**src/ftprlp_pkg.sv**
```systemverilog
`default_nettype none

package ftprlp_pkg;

    // Address capture limits
    localparam int ADDRESS_FIELDS = 6;
    localparam int NUMBER_WIDTH   = 16;
    localparam int PORT_WIDTH     = 25;
    localparam int CODE_WIDTH     = 10;

    localparam logic [NUMBER_WIDTH+3:0] NUM_MAX = (NUMBER_WIDTH+4)'((1 << NUMBER_WIDTH) - 1);

    // Character codes
    localparam logic [7:0] CH_SPACE = 8'h20;
    localparam logic [7:0] CH_COMMA = 8'h2C;
    localparam logic [7:0] CH_CR    = 8'h0D;
    localparam logic [7:0] CH_LF    = 8'h0A;
    localparam logic [7:0] CH_ZERO  = 8'h30;
    localparam logic [7:0] CH_NINE  = 8'h39;

    // Line positions of interest
    localparam logic [2:0] POS_MARK = 3'd3;
    localparam logic [2:0] POS_BARE = 3'd4;
    localparam logic [2:0] POS_TEXT = 3'd5;

    // Number count codes
    localparam logic [2:0] CNT_FULL = 3'(ADDRESS_FIELDS);
    localparam logic [2:0] CNT_OVER = 3'd7;

    typedef struct packed {
        logic [2:0]                                   line_position;
        logic                                         first_not_space;
        logic [CODE_WIDTH-1:0]                        code_acc;
        logic                                         code_good;
        logic                                         final_line;
        logic [7:0]                                   prev_byte;
        logic                                         on_first_line;
        logic [NUMBER_WIDTH-1:0]                      num_acc;
        logic                                         digits_pending;
        logic [2:0]                                   number_count;
        logic [ADDRESS_FIELDS-1:0][NUMBER_WIDTH-1:0]  addr_num;
    } parse_state_t;

    typedef struct packed {
        logic [7:0]              text_byte;
        logic                    text_valid;
        logic                    line_done;
        logic                    reply_done;
        logic                    parse_error;
        logic [CODE_WIDTH-1:0]   reply_code;
        logic                    pasv_ok;
        logic [NUMBER_WIDTH-1:0] ip_first;
        logic [NUMBER_WIDTH-1:0] ip_second;
        logic [NUMBER_WIDTH-1:0] ip_third;
        logic [NUMBER_WIDTH-1:0] ip_fourth;
        logic [PORT_WIDTH-1:0]   pasv_port;
    } parse_result_t;

    // State of a fresh reply
    function automatic parse_state_t reset_state();
        parse_state_t s;
        s = '0;
        s.code_good     = 1'b1;
        s.on_first_line = 1'b1;
        return s;
    endfunction

    function automatic logic is_digit(input logic [7:0] c);
        return (c >= CH_ZERO) && (c <= CH_NINE);
    endfunction

endpackage

`default_nettype wire

```
**src/ftp_reply_line_parser_unit.sv**
```systemverilog
`default_nettype none

// Channel | Direction | Ports                              | Word
// s_      | in        | s_valid s_ready s_data_byte ...    | one reply byte
// m_      | out       | m_valid m_ready m_text_byte ...    | one parse result
//
// One byte per cycle sustained while m_ready stays high; each byte passes the input stage, then the result stage.
// The rate is set by the single parser state update done once per byte.
// aresetn (synchronous, active low) empties both stages and restores the
// parser to the start of a reply.
// With m_ready low the result holds and the input stage takes one more byte.

module ftp_reply_line_parser_unit (
    input  wire  logic                                aclk,
    input  wire  logic                                aresetn,
    input  wire  logic                                s_valid,
    output logic                                      s_ready,
    input  wire  logic [7:0]                          s_data_byte,
    input  wire  logic                                s_buffer_end,
    output logic                                      m_valid,
    input  wire  logic                                m_ready,
    output logic [7:0]                                m_text_byte,
    output logic                                      m_text_valid,
    output logic                                      m_line_done,
    output logic                                      m_reply_done,
    output logic                                      m_parse_error,
    output logic [ftprlp_pkg::CODE_WIDTH-1:0]         m_reply_code,
    output logic                                      m_pasv_ok,
    output logic [ftprlp_pkg::NUMBER_WIDTH-1:0]       m_ip_first,
    output logic [ftprlp_pkg::NUMBER_WIDTH-1:0]       m_ip_second,
    output logic [ftprlp_pkg::NUMBER_WIDTH-1:0]       m_ip_third,
    output logic [ftprlp_pkg::NUMBER_WIDTH-1:0]       m_ip_fourth,
    output logic [ftprlp_pkg::PORT_WIDTH-1:0]         m_pasv_port
);
    import ftprlp_pkg::*;

    logic          in_valid_reg;
    logic [7:0]    in_byte_reg;
    logic          in_end_reg;
    logic          out_valid_reg;
    parse_result_t out_reg;
    parse_state_t  state_reg;
    parse_state_t  state_next;
    parse_result_t result_next;
    logic          advance;

    // Move a word into the result register when it is free or draining
    assign advance = in_valid_reg && (!out_valid_reg || m_ready);
    assign s_ready = !in_valid_reg || advance;

    ftprlp_step u_step (
        .cur_state  (state_reg),
        .data_byte  (in_byte_reg),
        .buffer_end (in_end_reg),
        .next_state (state_next),
        .result     (result_next)
    );

    // Input stage
    always_ff @(posedge aclk) begin
        if (!aresetn) begin
            in_valid_reg <= 1'b0;
        end else if (s_ready) begin
            in_valid_reg <= s_valid;
        end
        if (s_valid && s_ready) begin
            in_byte_reg <= s_data_byte;
            in_end_reg  <= s_buffer_end;
        end
    end

    // Parser state and result stage
    always_ff @(posedge aclk) begin
        if (!aresetn) begin
            out_valid_reg <= 1'b0;
            state_reg     <= reset_state();
        end else begin
            if (advance) begin
                out_valid_reg <= 1'b1;
                state_reg     <= state_next;
            end else if (m_ready) begin
                out_valid_reg <= 1'b0;
            end
        end
        if (advance) begin
            out_reg <= result_next;
        end
    end

    assign m_valid       = out_valid_reg;
    assign m_text_byte   = out_reg.text_byte;
    assign m_text_valid  = out_reg.text_valid;
    assign m_line_done   = out_reg.line_done;
    assign m_reply_done  = out_reg.reply_done;
    assign m_parse_error = out_reg.parse_error;
    assign m_reply_code  = out_reg.reply_code;
    assign m_pasv_ok     = out_reg.pasv_ok;
    assign m_ip_first    = out_reg.ip_first;
    assign m_ip_second   = out_reg.ip_second;
    assign m_ip_third    = out_reg.ip_third;
    assign m_ip_fourth   = out_reg.ip_fourth;
    assign m_pasv_port   = out_reg.pasv_port;

    // An error word carries no other flag
    a_error_alone: assert property (@(posedge aclk) disable iff (!aresetn)
        (m_valid && m_parse_error)
            |-> (!m_text_valid && !m_line_done && !m_reply_done && !m_pasv_ok))
        else $error("parse error word carries other flags");

    // A finished reply always ends a line
    a_reply_line: assert property (@(posedge aclk) disable iff (!aresetn)
        (m_valid && m_reply_done) |-> m_line_done)
        else $error("reply done without line done");

    // Text is never emitted on the line-ending word
    a_text_line: assert property (@(posedge aclk) disable iff (!aresetn)
        (m_valid && m_text_valid) |-> !m_line_done)
        else $error("text byte on a line end");

    // Restart to a fresh reply after an error or a finished reply
    a_restart: assert property (@(posedge aclk) disable iff (!aresetn)
        (advance && (result_next.parse_error || result_next.reply_done))
            |=> (state_reg == reset_state()))
        else $error("parser not restarted");

    // Line position saturates at the text position
    a_pos_range: assert property (@(posedge aclk) disable iff (!aresetn)
        state_reg.line_position <= POS_TEXT)
        else $error("line position out of range");

endmodule

`default_nettype wire

```
**src/ftprlp_step.sv**
```systemverilog
`default_nettype none

module ftprlp_step (
    input  wire  ftprlp_pkg::parse_state_t  cur_state,
    input  wire  logic [7:0]                data_byte,
    input  wire  logic                      buffer_end,
    output ftprlp_pkg::parse_state_t        next_state,
    output ftprlp_pkg::parse_result_t       result
);
    import ftprlp_pkg::*;

    logic [2:0]              pos;
    logic [7:0]              prev;
    logic                    line_end;
    logic                    text_on;
    logic                    do_store;
    logic                    error;
    logic                    restart;
    logic [NUMBER_WIDTH+3:0] num_sum;
    logic [CODE_WIDTH+3:0]   code_sum;
    logic [PORT_WIDTH-1:0]   port_hi;

    always_comb begin
        pos  = cur_state.line_position;
        prev = cur_state.prev_byte;
        next_state = cur_state;
        result     = '0;
        error      = 1'b0;
        restart    = 1'b0;

        // Line end: CR LF with LF at position 5 or later
        line_end = (pos >= POS_TEXT) && (data_byte == CH_LF) && (prev == CH_CR);
        text_on  = (pos >= POS_TEXT) && !line_end;

        // Emit text one byte late
        if (text_on) begin
            result.text_valid = 1'b1;
            result.text_byte  = prev;
        end

        // Address scan on the first line
        num_sum = (NUMBER_WIDTH+4)'(cur_state.num_acc) * (NUMBER_WIDTH+4)'(10)
                + (NUMBER_WIDTH+4)'(4'(prev - CH_ZERO));
        if (text_on && cur_state.on_first_line && is_digit(prev)) begin
            next_state.num_acc = (num_sum > NUM_MAX) ? NUMBER_WIDTH'(NUM_MAX)
                                                     : num_sum[NUMBER_WIDTH-1:0];
            next_state.digits_pending = 1'b1;
        end
        do_store = cur_state.on_first_line
                && ((text_on && (prev == CH_COMMA))
                    || (line_end && cur_state.digits_pending));
        if (do_store) begin
            if (cur_state.number_count < CNT_FULL) begin
                next_state.addr_num[cur_state.number_count] = cur_state.num_acc;
                next_state.number_count = cur_state.number_count + 3'd1;
            end else begin
                next_state.number_count = CNT_OVER;
            end
            next_state.num_acc        = '0;
            next_state.digits_pending = 1'b0;
        end

        // Code digits and final-line mark
        code_sum = (CODE_WIDTH+4)'(cur_state.code_acc) * (CODE_WIDTH+4)'(10)
                 + (CODE_WIDTH+4)'(4'(data_byte - CH_ZERO));
        if (pos < POS_MARK) begin
            if (pos == 3'd0) begin
                next_state.first_not_space = (data_byte != CH_SPACE);
            end
            if (is_digit(data_byte)) begin
                next_state.code_acc = code_sum[CODE_WIDTH-1:0];
            end else begin
                next_state.code_good = 1'b0;
            end
        end else if (pos == POS_MARK) begin
            if (cur_state.first_not_space && (data_byte == CH_SPACE)) begin
                next_state.final_line = 1'b1;
                if (!cur_state.code_good) begin
                    error = 1'b1;
                end
            end
        end

        // Line and buffer boundaries
        if (!error) begin
            if (line_end) begin
                result.line_done = 1'b1;
                next_state.on_first_line = 1'b0;
                if (cur_state.final_line) begin
                    result.reply_done = 1'b1;
                    result.reply_code = cur_state.code_acc;
                    restart = 1'b1;
                end else begin
                    next_state.line_position   = '0;
                    next_state.first_not_space = 1'b0;
                    next_state.code_acc        = '0;
                    next_state.code_good       = 1'b1;
                    next_state.final_line      = 1'b0;
                    next_state.prev_byte       = '0;
                    restart = buffer_end;
                end
            end else if (buffer_end) begin
                if ((pos == POS_BARE) && cur_state.code_good
                        && (prev == CH_CR) && (data_byte == CH_LF)) begin
                    result.line_done  = 1'b1;
                    result.reply_done = 1'b1;
                    result.reply_code = cur_state.code_acc;
                end else begin
                    error = 1'b1;
                end
                restart = 1'b1;
            end else begin
                next_state.line_position = (pos >= POS_TEXT) ? POS_TEXT : pos + 3'd1;
                next_state.prev_byte     = data_byte;
            end
        end

        // Address outputs from the updated capture
        port_hi = PORT_WIDTH'({next_state.addr_num[4], 8'h00});
        result.pasv_ok = !next_state.on_first_line && (next_state.number_count == CNT_FULL);
        if (result.pasv_ok) begin
            result.ip_first  = next_state.addr_num[0];
            result.ip_second = next_state.addr_num[1];
            result.ip_third  = next_state.addr_num[2];
            result.ip_fourth = next_state.addr_num[3];
            result.pasv_port = port_hi + PORT_WIDTH'(next_state.addr_num[5]);
        end

        // Drop everything on error, restart after reply or buffer end
        if (error) begin
            result = '0;
            result.parse_error = 1'b1;
            next_state = reset_state();
        end else if (restart) begin
            next_state = reset_state();
        end
    end

endmodule

`default_nettype wire
```
**config.mk**
```make
export PLATFORM = sky130hd
export DESIGN_NAME = ftp_reply_line_parser_unit
export DESIGN_NICKNAME = d
export VERILOG_FILES = /design/src/ftprlp_pkg.sv /design/src/ftp_reply_line_parser_unit.sv /design/src/ftprlp_step.sv
export SDC_FILE = /design/constraint.sdc
export NUM_CORES = 1
export LEC_CHECK = 0
export BUFFER_PORTS_ARGS = -buffer_cell sky130_fd_sc_hd__buf_4
export CAP_MARGIN = 20
export CORE_UTILIZATION = 56
export CTS_BUF_LIST = sky130_fd_sc_hd__clkbuf_4
export DETAILED_ROUTE_END_ITERATION = 12
export PLACE_DENSITY = 0.84
export SYNTH_ARGS = -nofsm -noshare
export SYNTH_HDL_FRONTEND = slang
export SYNTH_SLANG_ARGS = --single-unit
```
**constraint.sdc**
```tcl
create_clock -name aclk -period 6 [get_ports aclk]
set_input_delay 0.9 -clock aclk [delete_from_list [all_inputs] [get_ports aclk]]
set_output_delay 0.9 -clock aclk [all_outputs]
set_load 0.02 [all_outputs]
```
==> impl_results.md <==
- Minimum clock period: 5340 ps
- Max-cap violation count: 0
- EDFF count, synth: 121
- Grt ovf: 0
- GPL Wtd Cong: 0.959
- Net count, final: 1533
- Fin util: 67.6%
- Critical Path Sink Type: flip-flop
- Layout fillers: 1644
- Post-CTS Resized: 0
- Post-synth cell types: 72
- Synth Cell Area: 0.0128 mm2
- IO Port Bufs: 126
- Sequential area share after synthesis: 50.7%
- Initial Util: 57.9%
- DR WL/cell: 17.9 um
- Total CTS buffers: 69
- Max Freq: 187 MHz
- Critical path class: reg -> reg
- Layout cells sized above 1: 20.6%
- Core box area: 0.0222 mm2
- Crit-path max FO: 16
- Most frequent cells in the layout: 200 x nand2_1, 151 x buf_4, 143 x nor2_1, 143 x dfxtp_1, 121 x edfxtp_1
- Final Setup Violations: 0
- Clock Latency Late Sink: 690 ps
- WL final: 32.2 mm
- Pleak: 5.54 nW
- Via Count: 10733
- Critical path arrival: 5730 ps
- H-tree lvl count: 3
- Clock buffer depth: 3
- CTS tree: built
- Async SR Flop Fraction: 0%
- Die ar.: 0.0235 mm2
- Hold buffer count at cts: 0
- Hold WC Path Type: in -> reg
- Root buffer cell: clkbuf_4
- Worst Skew: 58.3 ps
- Yosys reg bits: 264
- Post-route setup TNS: 0 ps
- DP Area: 0.0139 mm2
- Total GRT Usage: 27.3%
- I/O pin cnt: 127
- Via-to-Cell Ratio: 5.98
- Unrepaired setup endpoints after global routing: no
- Met1 Use GR: 34.5%
- Number of flip-flops under the largest register name: 141
- Post-detail-place hpwl: 21.1 mm
- Met3 usage: 5.70%
- Area contributors post-synth: edfxtp_1 28%, dfxtp_1 22%, nand2_1 5.9%
- Post-synth top area cell: edfxtp_1
- Area Overhead vs Synth: 16.8%
- Average cell area after synthesis: 9.71 um2
- Status: finished clean
- DR DRC count: 0
- Number of global-route vias before repair: 10197
- Post-DRT Antenna Nets: 0
- Slew at the pin with the worst max-slew slack: 1100 ps
- WP data required: 6390 ps
- Final instance area: 0.0150 mm2
- Worst R2R Setup Slack: 660 ps
- Multi-input logic area: 0.00587 mm2
- Yosys top cell area share: 28.3%
- Yosys warnings: 0
- Post-CTS Setup Repair Bufs: 0
- Initial antenna violation count: 2
- Worst setup SP type: flip-flop
- Power Density: 259 mW/mm2
- Commonest non-fill, non-tap cell in the layout: nand2_1
- Largest net degree at the start of global routing: 99
- Slew headroom: 26.1%
- 1st-pass router iterations: 7
- Synth Flop Type: dfxtp_1
- Crit share post-route: 89.0%
- Mapped Cells: 1320
- Die Y-Extent: 153 um
- Worst vdd ir: 0.132 mV
- Register area: 0.00650 mm2
- Clk pin slew, worst setup/hold paths: 60 ps
- Slew Viols, Final: 0
- Syn_nets: 1396
- Cell Rows: 54
- Die Width: 153 um
- Drt initial violations: 1183
- Fin. Hold Viols: 0
- Clock sink count: 264
- First-pass GRT wire length: 51.3 mm
- Met2 Resource Use GR: 45.1%
- Most Crowded Layer GR: met2
[cells in the mapped netlist, types with 12 or more instances]
cell type,number
clkbuf_1,67
a22o_1,24
a22oi_1,89
and2_1,32
nand2_1,200
dfxtp_1,143
buf_2,16
a31oi_1,12
o21ai_0,25
a21o_1,19
xnor2_1,21
inv_1,30
nor2_1,143
mux2_2,17
ha_1,58
nand3_1,21
a21oi_1,118
edfxtp_1,121
mux2i_1,12
[final cells by class]
cell class                 count  area share [%]
clock buffer                 115            5.77
sequential                   264            43.4
timing repair buffer         151            7.57
clock inverter                12           0.902
antenna                        3          0.0501
multi-input combinational    941            39.2
inverter                      30           0.769
tap                          280            2.34
[logic make-up after synthesis]
group                    count (synthesis)  share of synthesized area (%)
AO/OA/AOI/OAI                          345                           18.0
XOR/XNOR                                32                           2.19
adder cells (fa/ha/maj)                 63                           6.44
buffers and inverters                  115                           3.58
flip-flops                             264                           50.7
multiplexers                            29                           2.43
AND/OR/NAND/NOR                        472                           16.7
[metal layers]
layer | vias to the layer above | part of all wire [%]
li1 | 5079 | -
met1 | 5011 | 40
met2 | 554 | 47
met3 | 89 | 8.9
met4 | 0 | 3.3
met5 | - | 0
[path summary, 6_finish.rpt]
path                                startpoint              end  cells past startpoint
worst min register to register  state_reg[137]   state_reg[137]                      2
worst max-delay path            in_byte_reg[2]  m_pasv_port[22]                     17
worst max register to register  in_byte_reg[2]  m_pasv_port[22]                     17
worst min-delay path            s_data_byte[2]   in_byte_reg[2]                      1
[power by group]
part	total [mW]	switching, mW	internal [mW]
registers	1.94	0.0191	1.92
logic	0.195	0.131	0.0642
clock network	1.74	0.744	0.996
[per-stage QoR]
step | std cells | worst slack [ps] | power (mW) | hold WS, ps
final | 1796 | 663 | 3.88 | 391
after detailed placement | 1662 | 774 | 2.17 | 467
after floorplan | 1320 | 1650 | 2.09 | 449
after global routing | 1796 | 271 | 4.01 | 344
after CTS | 1789 | 726 | 3.89 | 357
after global placement | 1662 | 972 | 2.17 | 461
[worst max-delay path, stage by stage (launching register included)]
cell	delay, ps
edfxtp_1	480
nor4_1	400
and4b_1	420
a21oi_4	150
nor3_2	360
and3_1	690
mux2_2	300
ha_1	170
inv_1	60
fa_1	370
nor2b_1	160
o21ai_0	140
a21boi_0	280
o21ai_0	150
a21oi_1	330
o221ai_1	270
nor3_1	250
nor3_1	70
Note: power is estimated with default switching activity, not from simulation.
